## config.mk

```make
export PLATFORM = sky130hd
export DESIGN_NAME = knob_encoder_message_parser_top
export DESIGN_NICKNAME = d
export VERILOG_FILES = /design/src/sv/knob_mp_pkg.sv /design/src/sv/knob_mp_decode.sv /design/src/sv/knob_encoder_message_parser_top.sv
export SDC_FILE = /design/constraint.sdc
export NUM_CORES = 1
export LEC_CHECK = 0
export BUFFER_PORTS_ARGS = -buffer_cell sky130_fd_sc_hd__buf_2
export CAP_MARGIN = 25
export CELL_PAD_IN_SITES_DETAIL_PLACEMENT = 2
export CELL_PAD_IN_SITES_GLOBAL_PLACEMENT = 2
export CORE_ASPECT_RATIO = 0.7
export CORE_MARGIN = 5
export CORE_UTILIZATION = 30
export DETAILED_ROUTE_END_ITERATION = 12
export GPL_ROUTABILITY_DRIVEN = 1
export PLACE_DENSITY = 0.67
export SETUP_SLACK_MARGIN = 0.5
export SLEW_MARGIN = 20
export SYNTH_ARGS = -nofsm -noshare
export SYNTH_HDL_FRONTEND = slang
export SYNTH_SLANG_ARGS = --single-unit
export TNS_END_PERCENT = 1
```

## constraint.sdc

```tcl
create_clock -name i_clk -period 6.4 [get_ports i_clk]
set_input_delay 0.96 -clock i_clk [delete_from_list [all_inputs] [get_ports i_clk]]
set_output_delay 0.96 -clock i_clk [all_outputs]
set_load 0.01 [all_outputs]
```

## src/sv/knob_mp_pkg.sv

```systemverilog
// ----------------------------------------------------------------------------
// knob_mp_pkg
// Shared types, constants and helpers for the knob panel message parser.
// ----------------------------------------------------------------------------
package knob_mp_pkg;

    localparam int unsigned BYTE_W  = 8;
    localparam int unsigned TICK_W  = 10;
    localparam int unsigned CHAN_W  = 4;
    localparam int unsigned SW_W    = 2;
    localparam int unsigned UT_W    = 2;
    localparam int unsigned TDATA_W = 24;

    localparam logic [CHAN_W-1:0] CHAN_LIMIT     = 4'd9;
    localparam logic [SW_W-1:0]   SW_FB          = 2'd1;
    localparam logic [SW_W-1:0]   SW_FA          = 2'd2;
    localparam logic [UT_W-1:0]   UT_ZERO        = 2'd0;
    localparam logic [UT_W-1:0]   UT_ALL         = 2'd3;
    localparam logic [TICK_W-1:0] CCW_LIMIT      = 10'h39F;
    localparam logic [TICK_W-1:0] CCW_MAX_MAG    = 10'h060;
    localparam logic [TICK_W-1:0] MAX_STEP_RESET = 10'd64;

    typedef enum logic [1:0] {
        ST_IDLE,
        ST_HIGH,
        ST_LOW
    } t_state;

    // fields of the last accepted high byte
    typedef struct packed {
        logic [CHAN_W-1:0] knob_id;
        logic [SW_W-1:0]   switch_code;
        logic [UT_W-1:0]   upper_ticks;
    } t_hold;

    typedef struct packed {
        logic [CHAN_W-1:0] channel;
        logic [SW_W-1:0]   switch_pos;
        logic              counter_clockwise;
        logic [TICK_W-1:0] tick_count;
    } t_result;

    // decode outcome for one byte
    typedef struct packed {
        t_state  state_n;
        logic    save_stamp;
        logic    load_hold;
        t_hold   hold_n;
        logic    report;
        t_result res;
    } t_step;

    function automatic logic high_valid(input logic [BYTE_W-1:0] b);
        logic [CHAN_W-1:0] ch;
        logic [SW_W-1:0]   sw;
        logic [UT_W-1:0]   tk;
        ch = b[7:4];
        sw = b[3:2];
        tk = b[1:0];
        return (ch < CHAN_LIMIT) && ((sw == SW_FB) || (sw == SW_FA))
            && ((tk == UT_ZERO) || (tk == UT_ALL));
    endfunction

    function automatic t_hold split_high(input logic [BYTE_W-1:0] b);
        t_hold h;
        h.knob_id     = b[7:4];
        h.switch_code = b[3:2];
        h.upper_ticks = b[1:0];
        return h;
    endfunction

endpackage

```

## src/sv/knob_mp_decode.sv

```systemverilog
// ----------------------------------------------------------------------------
// knob_mp_decode
// Per-byte framing decision: next framer state, held fields and report.
// ----------------------------------------------------------------------------
module knob_mp_decode (
    input  knob_mp_pkg::t_state                      i_state,
    input  logic [knob_mp_pkg::BYTE_W-1:0]           i_byte,
    input  logic [knob_mp_pkg::BYTE_W-1:0]           i_saved_stamp,
    input  knob_mp_pkg::t_hold                       i_hold,
    input  logic [knob_mp_pkg::TICK_W-1:0]           i_max_step,
    output knob_mp_pkg::t_step                       o_step
);

    logic                            byte_high_ok;
    logic                            saved_high_ok;
    logic                            use_saved;
    knob_mp_pkg::t_hold              src_hold;
    logic [knob_mp_pkg::TICK_W-1:0]  ticks;
    logic                            ccw;
    logic [knob_mp_pkg::TICK_W-1:0]  mag;
    logic                            mag_ok;

    assign byte_high_ok  = knob_mp_pkg::high_valid(i_byte);
    assign saved_high_ok = knob_mp_pkg::high_valid(i_saved_stamp);
    // missing high byte: retry with the saved stamp byte as the high byte
    assign use_saved     = (i_state == knob_mp_pkg::ST_HIGH) && !byte_high_ok && saved_high_ok;
    assign src_hold      = use_saved ? knob_mp_pkg::split_high(i_saved_stamp) : i_hold;

    assign ticks  = {src_hold.upper_ticks, i_byte};
    assign ccw    = ticks > knob_mp_pkg::CCW_LIMIT;
    // 1024 - ticks, modulo 2^10
    assign mag    = ccw ? (~ticks + 10'd1) : ticks;
    assign mag_ok = mag <= i_max_step;

    always_comb begin
        o_step                       = '0;
        o_step.state_n               = i_state;
        o_step.hold_n                = knob_mp_pkg::split_high(i_byte);
        o_step.res.channel           = src_hold.knob_id;
        o_step.res.switch_pos        = src_hold.switch_code;
        o_step.res.counter_clockwise = ccw;
        o_step.res.tick_count        = mag;
        unique case (i_state)
            knob_mp_pkg::ST_IDLE: begin
                if (i_byte[0]) begin
                    o_step.state_n    = knob_mp_pkg::ST_HIGH;
                    o_step.save_stamp = 1'b1;
                end else if (byte_high_ok) begin
                    o_step.state_n   = knob_mp_pkg::ST_LOW;
                    o_step.load_hold = 1'b1;
                end
            end
            knob_mp_pkg::ST_HIGH: begin
                if (byte_high_ok) begin
                    o_step.state_n   = knob_mp_pkg::ST_LOW;
                    o_step.load_hold = 1'b1;
                end else if (saved_high_ok) begin
                    o_step.state_n   = knob_mp_pkg::ST_IDLE;
                    o_step.load_hold = 1'b1;
                    o_step.hold_n    = src_hold;
                    o_step.report    = mag_ok;
                end
            end
            knob_mp_pkg::ST_LOW: begin
                o_step.report = mag_ok;
                // rejected step: byte may start a new frame as a stamp (not saved)
                if (!mag_ok && i_byte[0]) begin
                    o_step.state_n = knob_mp_pkg::ST_HIGH;
                end else begin
                    o_step.state_n = knob_mp_pkg::ST_IDLE;
                end
            end
            default: begin
                o_step.state_n = knob_mp_pkg::ST_IDLE;
            end
        endcase
    end

endmodule

```

## src/sv/knob_encoder_message_parser_top.sv

```systemverilog
// ----------------------------------------------------------------------------
// knob_encoder_message_parser_top
// Frames the knob panel byte stream into stamp/high/low messages and emits
// one rotation report per completed message within the step limit.
// ----------------------------------------------------------------------------
// Usage:
//   s_axis carries one received panel byte per beat (tdata[7:0]).
//   m_axis carries one report per beat; most bytes produce none.
//   The cfg channel writes max_step (10 bits); it is always ready and
//   should only be written while no bytes are in flight.
// Timing:
//   A byte is registered on input, decoded against the framer state and its
//   report lands in the output register. One byte per cycle is sustained
//   while no report waits on m_axis_tready; the framer state loop runs
//   through the decode logic alone.
// Reset:
//   Synchronous, active low. Framer returns to idle, saved stamp and held
//   fields clear, max_step returns to 64.
// Stall:
//   While a report waits on m_axis_tready, the input register still takes
//   a byte when it is empty, so one more byte is taken before s_axis_tready
//   drops.
// ----------------------------------------------------------------------------
module knob_encoder_message_parser_top (
    input  logic                                i_clk,
    input  logic                                i_rst_n,
    input  logic                                s_axis_tvalid,
    output logic                                s_axis_tready,
    input  logic [7:0]                          s_axis_tdata,   // [7:0] data_byte
    output logic                                m_axis_tvalid,
    input  logic                                m_axis_tready,
    // [3:0] channel, [5:4] switch_pos, [6] counter_clockwise, [16:7] tick_count
    output logic [knob_mp_pkg::TDATA_W-1:0]     m_axis_tdata,
    input  logic                                i_cfg_valid,
    output logic                                o_cfg_ready,
    input  logic [knob_mp_pkg::TICK_W-1:0]      i_cfg_data
);

    logic                                r_in_valid;
    logic [knob_mp_pkg::BYTE_W-1:0]      r_in_byte;
    knob_mp_pkg::t_state                 r_state;
    knob_mp_pkg::t_state                 n_state;
    logic [knob_mp_pkg::BYTE_W-1:0]      r_saved_stamp;
    knob_mp_pkg::t_hold                  r_hold;
    logic [knob_mp_pkg::TICK_W-1:0]      r_max_step;
    logic                                r_out_valid;
    knob_mp_pkg::t_result                r_out;
    knob_mp_pkg::t_step                  step;
    logic                                advance;
    logic                                fire;

    assign advance       = !r_out_valid || m_axis_tready;
    assign fire          = r_in_valid && advance;
    assign s_axis_tready = !r_in_valid || advance;
    assign o_cfg_ready   = 1'b1;

    knob_mp_decode u_decode (
        .i_state       (r_state),
        .i_byte        (r_in_byte),
        .i_saved_stamp (r_saved_stamp),
        .i_hold        (r_hold),
        .i_max_step    (r_max_step),
        .o_step        (step)
    );

    always_comb begin
        n_state = r_state;
        if (fire) begin
            n_state = step.state_n;
        end
    end

    always_ff @(posedge i_clk) begin
        if (!i_rst_n) begin
            r_in_valid    <= 1'b0;
            r_state       <= knob_mp_pkg::ST_IDLE;
            r_saved_stamp <= '0;
            r_hold        <= '0;
            r_max_step    <= knob_mp_pkg::MAX_STEP_RESET;
            r_out_valid   <= 1'b0;
        end else begin
            r_state <= n_state;
            if (s_axis_tready) begin
                r_in_valid <= s_axis_tvalid;
            end
            if (fire && step.save_stamp) begin
                r_saved_stamp <= r_in_byte;
            end
            if (fire && step.load_hold) begin
                r_hold <= step.hold_n;
            end
            if (i_cfg_valid && o_cfg_ready) begin
                r_max_step <= i_cfg_data;
            end
            if (advance) begin
                r_out_valid <= fire && step.report;
            end
        end
    end

    always_ff @(posedge i_clk) begin
        if (s_axis_tvalid && s_axis_tready) begin
            r_in_byte <= s_axis_tdata;
        end
        if (fire && step.report) begin
            r_out <= step.res;
        end
    end

    assign m_axis_tvalid = r_out_valid;
    assign m_axis_tdata  = {7'd0, r_out.tick_count, r_out.counter_clockwise,
                            r_out.switch_pos, r_out.channel};

    // ------------------------------------------------------------------------
    // assertions
    // ------------------------------------------------------------------------
    a_report_lands: assert property (@(posedge i_clk) disable iff (!i_rst_n)
        (fire && step.report) |=> m_axis_tvalid)
        else $error("decoded report did not reach output register");

    a_ccw_range: assert property (@(posedge i_clk) disable iff (!i_rst_n)
        (m_axis_tvalid && m_axis_tdata[6]) |->
        (m_axis_tdata[16:7] != 10'd0 && m_axis_tdata[16:7] <= knob_mp_pkg::CCW_MAX_MAG))
        else $error("counter-clockwise magnitude out of range");

    a_out_fields: assert property (@(posedge i_clk) disable iff (!i_rst_n)
        m_axis_tvalid |-> (m_axis_tdata[3:0] < knob_mp_pkg::CHAN_LIMIT &&
        (m_axis_tdata[5:4] == knob_mp_pkg::SW_FB || m_axis_tdata[5:4] == knob_mp_pkg::SW_FA)))
        else $error("report carries fields of an invalid high byte");

    a_low_hold: assert property (@(posedge i_clk) disable iff (!i_rst_n)
        (r_state == knob_mp_pkg::ST_LOW) |->
        (r_hold.upper_ticks == knob_mp_pkg::UT_ZERO || r_hold.upper_ticks == knob_mp_pkg::UT_ALL))
        else $error("waiting for low byte without a valid held high byte");

    a_stamp_odd: assert property (@(posedge i_clk) disable iff (!i_rst_n)
        (fire && step.save_stamp) |=> r_saved_stamp[0])
        else $error("saved stamp byte is not odd");

endmodule
```

Word-level counts from Yosys, hierarchy flattened

Cells that the tools add are included.

Flip-flop bits (word level): 55
Word-level logic and storage cells: 73
Output and inout bits: 27
Bits of input ports: 23

Bitwise gates (word level): 1
Magnitude comparators: 4
Add/sub/neg operators: 1
Reductions and logical operators: 26
Equal/unequal tests: 10
Multiplexer cells: 18

Operators with widths:

| kind                                                                  | number |
|---|---|
| 10-bit 2-to-1 mux                                                     | 2 |
| 8-bit 2-to-1 mux                                                      | 2 |
| 1-bit logical AND                                                     | 12 |
| 10-bit by 1-bit adder with 10-bit output, second input constant       | 1 |
| 2-bit equality test, second input constant                            | 5 |
| 10-bit > comparator, second input constant                            | 1 |
| 10-bit <= comparator                                                  | 1 |
| 10-bit NOT                                                            | 1 |
| 9-bit 2-to-1 mux                                                      | 1 |
| 4-bit less-than comparator, second input constant                     | 2 |
| 2-bit 2-to-1 mux                                                      | 4 |
| 2-bit by 1-bit equality test with 1-bit output, second input constant | 3 |
| 2-bit zero test                                                       | 3 |
| 1-bit logical OR                                                      | 6 |
| 1-bit 2-to-1 mux                                                      | 6 |
| 2-bit one-hot mux with 3 select lines                                 | 1 |
| 1-bit zero test                                                       | 4 |
| 1-bit one-hot mux with 2 select lines                                 | 2 |
| 3-bit by 1-bit != test with 1-bit output, second input constant       | 1 |
| 3-bit by 2-bit != test with 1-bit output, second input constant       | 1 |
| 3-bit AND reduction                                                   | 1 |

Logic depth before layout (Yosys ltp)

Gate-level depths: netlist (run 1).

Word-level depth: 16
Gate-level depth with buffers: 14
Mapped depth without buffers: 13

By module

From an unflattened synthesis (run 1), not the netlist that was laid out.

Cells, all modules: 295
Area total of the unflattened synthesis: 2912.8 um2

Modules (own cells, without submodules):

| module                          | sequential area each (um2) | area an instance (um2) | cells each | instances |
|---|---|---|---|---|
| knob_encoder_message_parser_top | 1351.3                     | 2034.5                 | 159        | 1 |
| knob_mp_decode                  | 0.0                        | 878.3                  | 136        | 1 |

Worst setup path after synthesis (run 1)

No wires, ideal clock.

Kind: register to register
Start point: register r_in_byte[0] (netlist name)
End point: register r_out, in the netlist m_axis_tdata[0] (enable)
Path slack: 1.977 ns
Required time: 5.988 ns
Buffers on the path: 0
Arrival time: 4.011 ns
Clock period less this slack: 4.423 ns
Library setup time: 0.412 ns
Stages on the path, launching flop included: 13
Cell sequence: edfxtp_1 -> inv_1 -> ha_1 -> nor2b_1 -> and2_1 -> o211ai_4 -> a21oi_4 -> mux2_4 -> ha_1 -> a21o_1 -> a221o_1 -> o21a_1 -> nor3_1

RTL lines:

| element                | RTL line                               | RTL |
|---|---|---|
| from (decl)            | knob_encoder_message_parser_top.sv:40  | `logic [knob_mp_pkg::BYTE_W-1:0] r_in_byte;` |
| from (signal assigned) | knob_encoder_message_parser_top.sv:103 | `r_in_byte <= s_axis_tdata;` |
| to (signal assigned)   | knob_encoder_message_parser_top.sv:106 | `r_out <= step.res;` |
| to (decl)              | knob_encoder_message_parser_top.sv:47  | `knob_mp_pkg::t_result r_out;` |

==> run summary, run 1 <==
Multi-input gate area - 1280 um2
Syn. warnings - 0
Hold Path Sink - r_hold[2]
Fin Setup TNS - 0 ps
Pwr per Cell Area - 228 nW/um2
Reg2Reg Launch Point - r_in_byte[0]
Estimated wirelength of the detail-placed design - 5700 um
Asr flop ratio synth - 0%
Hold Crit Start - r_hold[2]
Count of cell types in the netlist - 46
Max_cap viols - 0
Total power - 0.000730 W
Top cells by area, synth - edfxtp_1, dfxtp_1, ha_1
Status - finished, final reports clean
End of the worst register-to-register path - m_axis_tdata[2]
Flip-flop and latch count after synthesis - 55
Largest net degree at the start of global routing - 34
Share of the synthesized area in the top cell type - 27.0%
Fin. max-slew vios - 0
DRT antenna net count - 0
Post-CTS sizing - 0
Grt total ovfl - 0
CTS Hold Bufs - 0
DRC - 0
First-pass GRT wire length - 12,300 um
Worst Skew - 9.02 ps
DRT Pass-1 Iters - 5
Worst-path clk slew - 70 ps
Vias/cell - 4.78
Num Clock Sinks - 55
Largest area contributor in the netlist - edfxtp_1
TritonCTS clock tree - done
Ratio of cells with drive above 1 in the final layout - 19.6%
Slew headroom - 50.1%
Routed WL - 7410 um
Clk_lat worst skew - 300 ps
RSZ-0062 raised after global routing - false
Chip height - 90.5 um
GP Congestion - 0.755
DR WL/cell - 17.2 um
Initial antenna violation count - 0
Pleak - 1.28 nW
Storage cell area - 1350 um2
Maximum clock insertion buffer count - 2
Hold Path Depth - 2
Post-CTS Setup Inserts - 0
Worst EP required - 6380 ps
Tightest Hold Check Type - reg -> reg
Die width - 125 um
Die footprint - 11,300 um2
Main flop type after synthesis - dfxtp_1
Critical path type - reg -> reg
Mapped cell area - 2780 um2
Final Critical Period - 4070 ps
Reg-to-reg slack, setup - 2330 ps
Max VDD drop - 105 uV
Final hold vios - 0
# diodes - 0
Via count - 2,055
Crit path capture type - flop
Fin util - 35.5%
Initial Util - 30.7%
Row cnt - 29
Root buffer cell - clkbuf_16
All-Layer GR Usage - 13.5%
Mean post-synth cell area - 10.4 um2
Max FO, Critical Path - 17
Nets - 344
Vias in the first global route - 2,274
Seq/Total Area, Yosys - 48.6%
EDFF count, synth - 25
Cell count after synthesis - 267
Worst hold slack - 468 ps
Core area - 9030 um2
Slew @ Worst Pin - 749 ps
TritonCTS Buffers - 5
Filler cell count - 1,011
R2R depth - 14
Startpoint Class - flop
Crit share post-route - 63.6%
Crit path arrival time - 4050 ps
H-Tree Depth - 2
Port bufs - 41
I/O Pins - 50
Final setup fails - 0
Area Overhead vs Synth - 15.4%
DRT iter0 DRCs - 65
FMAX - 246 MHz
==> routing by layer <==
metal | vias to the layer above | GRT usage (%) | routed length, um | part of all wire (%)
li1 | 998 | - | - | -
met1 | 1007 | 19.4 | 3950 | 53
met2 | 38 | 20.3 | 3120 | 42
met3 | 12 | 3.25 | 235 | 3.2
met4 | 0 | 3.52 | 101 | 1.4
met5 | - | 0 | 0 | 0
==> worst max path at each step <==
stage                            start                to  slack [ps]
after floorplan           r_in_byte[0]   m_axis_tdata[0]        1980
after global placement    r_in_byte[0]   m_axis_tdata[2]        2530
after detailed placement  r_in_byte[0]   m_axis_tdata[2]        2370
after CTS                 r_in_byte[0]   m_axis_tdata[2]        2340
after global routing      r_in_byte[0]  m_axis_tdata[10]        2040
final                     r_in_byte[0]   m_axis_tdata[2]        2330
==> report_power, final <==
group	switching, W	total [W]	internal [W]	leakage (nW)
registers	0.0000112	0.000388	0.000377	0.461
logic	0.0000412	0.0000707	0.0000294	0.755
clock network	0.000126	0.000271	0.000145	0.0669
total	0.000179	0.000730	0.000551	1.28
==> synth_stat cells, drive strengths merged, types with 2 or more instances <==
cell type	count
a31oi	7
o211ai	3
nor2	7
xor2	3
xnor2	3
a21oi	14
nor2b	21
o21ai	13
ha	16
and2	3
conb	2
o21a	3
o31ai	4
edfxtp	25
o2111ai	2
a21o	5
inv	18
nand4	3
mux2i	13
nand3	6
dfxtp	30
clkbuf	4
buf	13
nand2	36
==> sequential cells by signal (all words and copies together) (netlist names) <==
signal,flops
r_in_valid,1
m_axis_tdata,17
r_state,2
r_max_step,10
r_in_byte,8
r_saved_stamp,8
r_hold,8
m_axis_tvalid,1
==> cell families after synthesis <==
kind of cell	count (synthesis)	share of synthesized area, %
buffers and inverters	35	6.40
and+or+nand+nor	81	14.6
muxes	14	5.22
xor gates and xnor gates	6	1.89
adders and majority gates	16	7.21
AOI/OAI and AO/OA	58	15.7
DFF	55	48.6
other	2	0.270
==> placed cells by master (no fill, tap or decap), types with 5 or more instances in the layout <==
cell       instances
a21o_1             5
a21oi_1           12
a31oi_1            7
buf_2             41
clkbuf_16          5
conb_1             8
dfxtp_1           30
edfxtp_1          25
ha_1              16
inv_1             18
mux2i_1           13
nand2_1           36
nand3_1            5
nor2_1             7
nor2b_1           21
o21ai_0           13
==> worst max-delay path, stage by stage (launching register included) <==
cell	delay [ps]
edfxtp_1	470
inv_1	120
ha_1	320
nor2b_1	260
nand2_1	190
nand3_2	290
a21oi_4	140
nor2b_1	240
ha_1	300
a21o_1	180
a21o_1	170
a221o_1	340
o21a_1	240
nor3_2	180
buf_4	290
==> area by class of cell <==
cell class | instances | share of cell area (%)
clock buffer | 6 | 4.02
tap | 124 | 4.84
timing repair buffer | 42 | 6.64
multi-input combinational | 183 | 39.8
sequential | 55 | 42.2
clock inverter | 2 | 0.390
inverter | 18 | 2.11
==> per-stage QoR <==
step	area, um2	cells	worst slack [ps]
6_report	3200	430	2330
3_5_place_dp	3060	422	2370
5_1_grt	3200	430	2040
2_1_floorplan	2800	273	1980
3_3_place_gp	3060	422	2530
4_1_cts	3200	430	2340
No activity file was read; power rests on OpenSTA's default activity.
==> inputs of run 2 (changes only) <==
Clock period 6.4 ns to 4 ns, I/O delays scaled along.
==> run summary, run 2 (synthesized netlist as in run 1, its figures left out) <==
Routed WL - 8840 um (+19%)
Final hold vios - 0 (unchanged)
Crit path capture type - flop
Pwr per Cell Area - 335 nW/um2 (+47%)
Fin util - 40.6% (+5.2 points)
Area Overhead vs Synth - 32.2%
Pleak - 1.48 nW (+16%)
Clk network pwr share - 36.2% (-0.9 points)
TritonCTS Buffers - 5 (unchanged)
DR WL/cell - 19.1 um (+11%)
Final setup fails - 0 (unchanged)
Crit share post-route - 89.1% (+26 points)
Clk_lat worst skew - 300 ps (about the same)
Sw Ratio - 24.4% (-0.033 points)
Fin Setup TNS - 0 ps (unchanged)
Crit path cell chain - o31ai_4 -> and4_4 -> nand3_2 -> o21ai_0 -> ha_1 -> nand4_1 -> nor2_2 -> a221o_1 -> o21a_2 -> nor3_4 -> buf_6 -> buf_16
Critical path type - reg -> reg
Most common cell after layout, fill and taps aside - buf_2
Largest net degree at the start of global routing - 34 (unchanged)
Max_cap viols - 0 (unchanged)
Vias in the first global route - 2,408 (+5.9%)
Via count - 2,245 (+9.2%)
All-Layer GR Usage - 15.6% (+2.1 points)
Logic pwr share - 13.4% (+3.7 points)
Highest-count cells in the layout ignoring fill and taps - buf_2, nand2_1, dfxtp_1, buf_4, edfxtp_1
GP Congestion - 0.756 (+0.17%)
Chip height - 90.5 um (unchanged)
DRT antenna net count - 0 (unchanged)
Initial Util - 30.7% (unchanged)
Worst-path clk slew - 70 ps (about the same)
Fin. max-slew vios - 0 (unchanged)
Num Clock Sinks - 55 (unchanged)
Final Critical Period - 3560 ps (-505 ps)
Worst Skew - 6.58 ps (-2.44 ps)
First-pass GRT wire length - 13,800 um (+13%)
# diodes - 0 (unchanged)
Pint - 0.000928 W (+68%)
Crit-path slowest cell - o21ai_0
Nets - 377 (+9.6%)
Initial antenna violation count - 0 (unchanged)
Tightest Hold Check Type - in -> reg
Part of the power in registers - 50.5% (-2.7 points)
Core area - 9030 um2 (unchanged)
Die width - 125 um (unchanged)
TritonCTS clock tree - done
Die footprint - 11,300 um2 (unchanged)
Maximum clock insertion buffer count - 2 (unchanged)
Worst EP required - 4010 ps (-2370 ps)
I/O Pins - 50 (unchanged)
Slew @ Worst Pin - 807 ps (+58.7 ps)
DRT iter0 DRCs - 159 (+140%)
Row cnt - 29 (unchanged)
Crit path arrival time - 3580 ps (-470 ps)
RSZ-0062 raised after global routing - true
Reg with most FFs - m_axis_tdata
Switching pwr - 0.000300 W (+68%)
H-Tree Depth - 2 (unchanged)
Estimated wirelength of the detail-placed design - 5740 um (+0.71%)
Port bufs - 41 (unchanged)
Max VDD drop - 146 uV (+39%)
Vias/cell - 4.85 (+1.5%)
Biggest regs - m_axis_tdata: 17 flops, r_max_step: 10 flops
Max FO, Critical Path - 8 (-9)
FMAX - 281 MHz (+14%)
DRC - 0 (unchanged)
DRT Pass-1 Iters - 4 (-1)
Slew headroom - 46.2% (-3.9 points)
Status - finished, final reports clean
Max incr delay on CP - 420 ps (-50 ps)
Ratio of cells with drive above 1 in the final layout - 35.1% (+15 points)
Max reg flops - 17 (unchanged)
Grt total ovfl - 0 (unchanged)
CTS Hold Bufs - 0 (unchanged)
Root buffer cell - clkbuf_16
Startpoint Class - flop
run 2: changes by cell type in the layout (fill, tap and decap cells not counted), moves of 2 or more:
cell	before	now
ha_4	0	3
a21oi_1	12	8
xor2_2	0	3
ha_1	16	12
buf_6	0	4
xnor2_2	0	3
buf_4	1	27
a21oi_2	1	4
nor2b_1	21	19
xnor2_1	3	0
inv_1	18	14
inv_2	0	4
xor2_1	3	0
run 2: routing by layer:
layer / up-vias / global-route usage, % / share of wire [%]
li1: 1064 / - / -
met1: 1124 / 22.0 / 49
met2: 50 / 24.9 / 46
met3: 7 / 3.55 / 4.5
met4: 0 / 2.53 / 0.64
met5: - / 0 / 0
run 2: area by class of cell:
cell class                 instances  area (um2)
timing repair buffer              74         500
sequential                        55        1350
multi-input combinational        184        1450
clock buffer                       7         143
inverter                          18        67.6
fill                             960        5360
clock inverter                     1        3.75
tap                              124         155
run 2: repair_timing:
action	4_1_cts	5_1_grt
endpoints found under the setup margin	17	17
pin swaps	10	15
gates cloned	2	0
resized for setup	17	15
setup buffers	25	4
run 2: worst paths after layout:
| path | startpoint | endpoint | slack (ps) | depth (start not counted) |
|---|---|---|---|---|
| setup / recovery | r_saved_stamp[4] | m_axis_tdata[4] | 440 | 12 |
| hold / removal | s_axis_tdata[0] | r_in_byte[0] | 480 | 1 |
| setup reg to reg | r_saved_stamp[4] | m_axis_tdata[4] | 440 | 12 |
| hold reg to reg | r_saved_stamp[0] | r_saved_stamp[0] | 500 | 2 |
run 2: worst max-delay path: cells and delay by family, from the launching register on:
kind                     cells  cell delay [ps]
AO/OA/AOI/OAI                4             1320
buffers and inverters        2              270
AND/OR/NAND/NOR              5              970
adder cells (fa/ha/maj)      1              350
flip-flops                   1              360
run 2: per-stage QoR:
step / std cells / total power (W) / hold WS, ps / worst slack [ps] / instance area [um2]
floorplan: 273 / 0.000719 / 436 / 526 / 2830
CTS: 459 / 0.00123 / 470 / 512 / 3560
global route: 463 / 0.00128 / 472 / 324 / 3670
finish: 463 / 0.00123 / 480 / 436 / 3670
global placement: 424 / 0.000751 / 451 / 447 / 3120
detailed placement: 424 / 0.000756 / 463 / 321 / 3120
run 2: power groups by stage:
stage	logic, W	registers [W]	clock network [W]
CTS	0.000153	0.000618	0.000459
floorplan	0.0000924	0.000627	0
finish	0.000164	0.000620	0.000444
global placement	0.000119	0.000632	0
detailed placement	0.000123	0.000633	0
global route	0.000182	0.000622	0.000476
==> inputs of run 3 (changes only) <==
Settings changed: CORE_MARGIN 5 to 10.
==> run summary, run 3 (synthesized netlist as in run 1, its figures left out) <==
Initial antenna violation count - 0 (unchanged)
Sw Ratio - 25.0% (+0.58 points)
Via count - 2,182 (-2.8%)
I/O Pins - 50 (unchanged)
H-Tree Depth - 2 (unchanged)
Design area - 3590 um2 (-2.3%)
Clk_lat worst skew - 300 ps (about the same)
DRT antenna net count - 0 (unchanged)
Initial Util - 30.7% (unchanged)
Root buffer cell - clkbuf_16
Filler cell count - 959 (-0.10%)
Worst Skew - 9.81 ps (+3.22 ps)
DRC - 0 (unchanged)
Hold Crit Start - r_hold[2]
RSZ-0062 raised after global routing - true
Worst EP required - 4010 ps (about the same)
Reg with most FFs - m_axis_tdata
Area after DPL - 3130 um2 (+0.24%)
Pwr per Cell Area - 337 nW/um2 (+0.59%)
Area Overhead vs Synth - 29.1%
Nets - 375 (-0.53%)
Vias in the first global route - 2,363 (-1.9%)
Clk network pwr share - 35.7% (-0.5 points)
Core area - 9030 um2 (unchanged)
Tightest Hold Check Type - reg -> reg
FMAX - 278 MHz (-0.83%)
Port bufs - 41 (unchanged)
Logic pwr share - 13.1% (-0.3 points)
Estimated wirelength of the detail-placed design - 6250 um (+8.8%)
Startpoint Class - flop
Final setup fails - 0 (unchanged)
Crit path arrival time - 3610 ps (+30 ps)
Grt total ovfl - 0 (unchanged)
Reg2Reg Launch Point - r_saved_stamp[3]
Max reg flops - 17 (unchanged)
Die width - 135 um (+8.0%)
Slew @ Worst Pin - 771 ps (-36.7 ps)
Maximum clock insertion buffer count - 2 (unchanged)
Status - finished, final reports clean
Ratio of cells with drive above 1 in the final layout - 32.3% (-2.8 points)
DR WL/cell - 19.2 um (+0.54%)
Fin Setup TNS - 0 ps (unchanged)
Switching pwr - 0.000302 W (+0.63%)
Pleak - 1.47 nW (-1.0%)
Pint - 0.000905 W (-2.5%)
Row cnt - 29 (unchanged)
Final hold vios - 0 (unchanged)
Chip height - 101 um (+11%)
GP Congestion - 0.820 (+8.4%)
Max VDD drop - 155 uV (+6.0%)
TritonCTS Buffers - 5 (unchanged)
Die footprint - 13,600 um2 (+20%)
All-Layer GR Usage - 12.7% (-2.9 points)
Biggest regs - m_axis_tdata: 17 flops, r_max_step: 10 flops
DRT Pass-1 Iters - 4 (unchanged)
Fin util - 39.7% (-0.93 points)
Routed WL - 8850 um (+0.10%)
Setup crit start - r_saved_stamp[3]
Final WS setup - 406 ps (-29.9 ps)
Post-place setup slack - 172 ps (-150 ps)
TritonCTS clock tree - done
Highest-count cells in the layout ignoring fill and taps - buf_2, nand2_1, dfxtp_1, buf_4, edfxtp_1
Max_cap viols - 0 (unchanged)
Final Critical Period - 3590 ps (+29.9 ps)
Slew headroom - 48.6% (+2.4 points)
Crit path capture type - flop
Vias/cell - 4.73 (-2.4%)
Most common cell after layout, fill and taps aside - buf_2
DRT iter0 DRCs - 90 (-43%)
First-pass GRT wire length - 13,500 um (-2.3%)
Worst-path clk slew - 70 ps (about the same)
CTS Hold Bufs - 0 (unchanged)
Max FO, Critical Path - 8 (unchanged)
# diodes - 0 (unchanged)
Crit share post-route - 89.8% (+0.75 points)
Critical path type - reg -> reg
Num Clock Sinks - 55 (unchanged)
Fin. max-slew vios - 0 (unchanged)
Largest net degree at the start of global routing - 34 (unchanged)
Part of the power in registers - 51.2% (+0.7 points)
## run 3: cell count changes in the layout (fill, tap and decap cells not counted), moves of 2 or more
cell / previous run / this run
xnor2_1: 0 / 2
xnor2_2: 3 / 1
xor2_1: 0 / 2
xor2_2: 3 / 1
## run 3: critical path: stages (launching register included)
cell and delay [ps]:
dfxtp_1 370, xor2_1 330, nand4_2 300, o211ai_4 350
a21oi_4 140, nor2b_2 190, ha_1 260, a21o_1 160
a21o_1 160, a221o_1 350, o21a_2 230, nor3_4 200
buf_6 140, buf_16 130
## run 3: what timing repair did
item	4_1_cts	5_1_grt
resized for setup	11	10
setup buffers	19	8
endpoints found under the hold margin	0	0
endpoints found under the setup margin	17	17
gates cloned	1	0
pin swaps	9	15
## run 3: worst paths after layout
check	end	slack, ps	cells past startpoint
min	r_hold[2]	460	2
max	m_axis_tdata[7]	410	13
max reg2reg	m_axis_tdata[7]	410	13
min reg2reg	r_hold[2]	460	2
## run 3: final cells by class
| class | instances | area, um2 | area share, % |
|---|---|---|---|
| tap | 124 | 155 | 4.33 |
| timing repair buffer | 73 | 489 | 13.6 |
| clock inverter | 2 | 8.76 | 0.244 |
| clock buffer | 6 | 129 | 3.59 |
| inverter | 18 | 67.6 | 1.88 |
| multi-input combinational | 183 | 1390 | 38.6 |
| sequential | 55 | 1350 | 37.7 |
## run 3: power by group through the flow
| stage | Combinational [W] | Sequential, W | Clock, W |
|---|---|---|---|
| floorplan | 0.0000924 | 0.000627 | 0 |
| global placement | 0.000119 | 0.000632 | 0 |
| detailed placement | 0.000124 | 0.000633 | 0 |
| CTS | 0.000141 | 0.000619 | 0.000443 |
| global route | 0.000175 | 0.000620 | 0.000472 |
| finish | 0.000158 | 0.000618 | 0.000431 |
## run 3: layer usage
layer / vias to the layer above / share of wire (%) / track usage [%]
met5: - / 0 / 0
met4: 0 / 0.90 / 2.97
met3: 10 / 3.6 / 3.14
met2: 41 / 46 / 19.8
met1: 1071 / 49 / 17.3
li1: 1060 / - / -
## run 3: stage by stage
stage / std cells / hold WS (ps) / total power (W)
2_1_floorplan: 273 / 436 / 0.000719
3_3_place_gp: 425 / 451 / 0.000752
3_5_place_dp: 425 / 460 / 0.000757
4_1_cts: 453 / 466 / 0.00120
5_1_grt: 461 / 464 / 0.00127
6_report: 461 / 465 / 0.00121
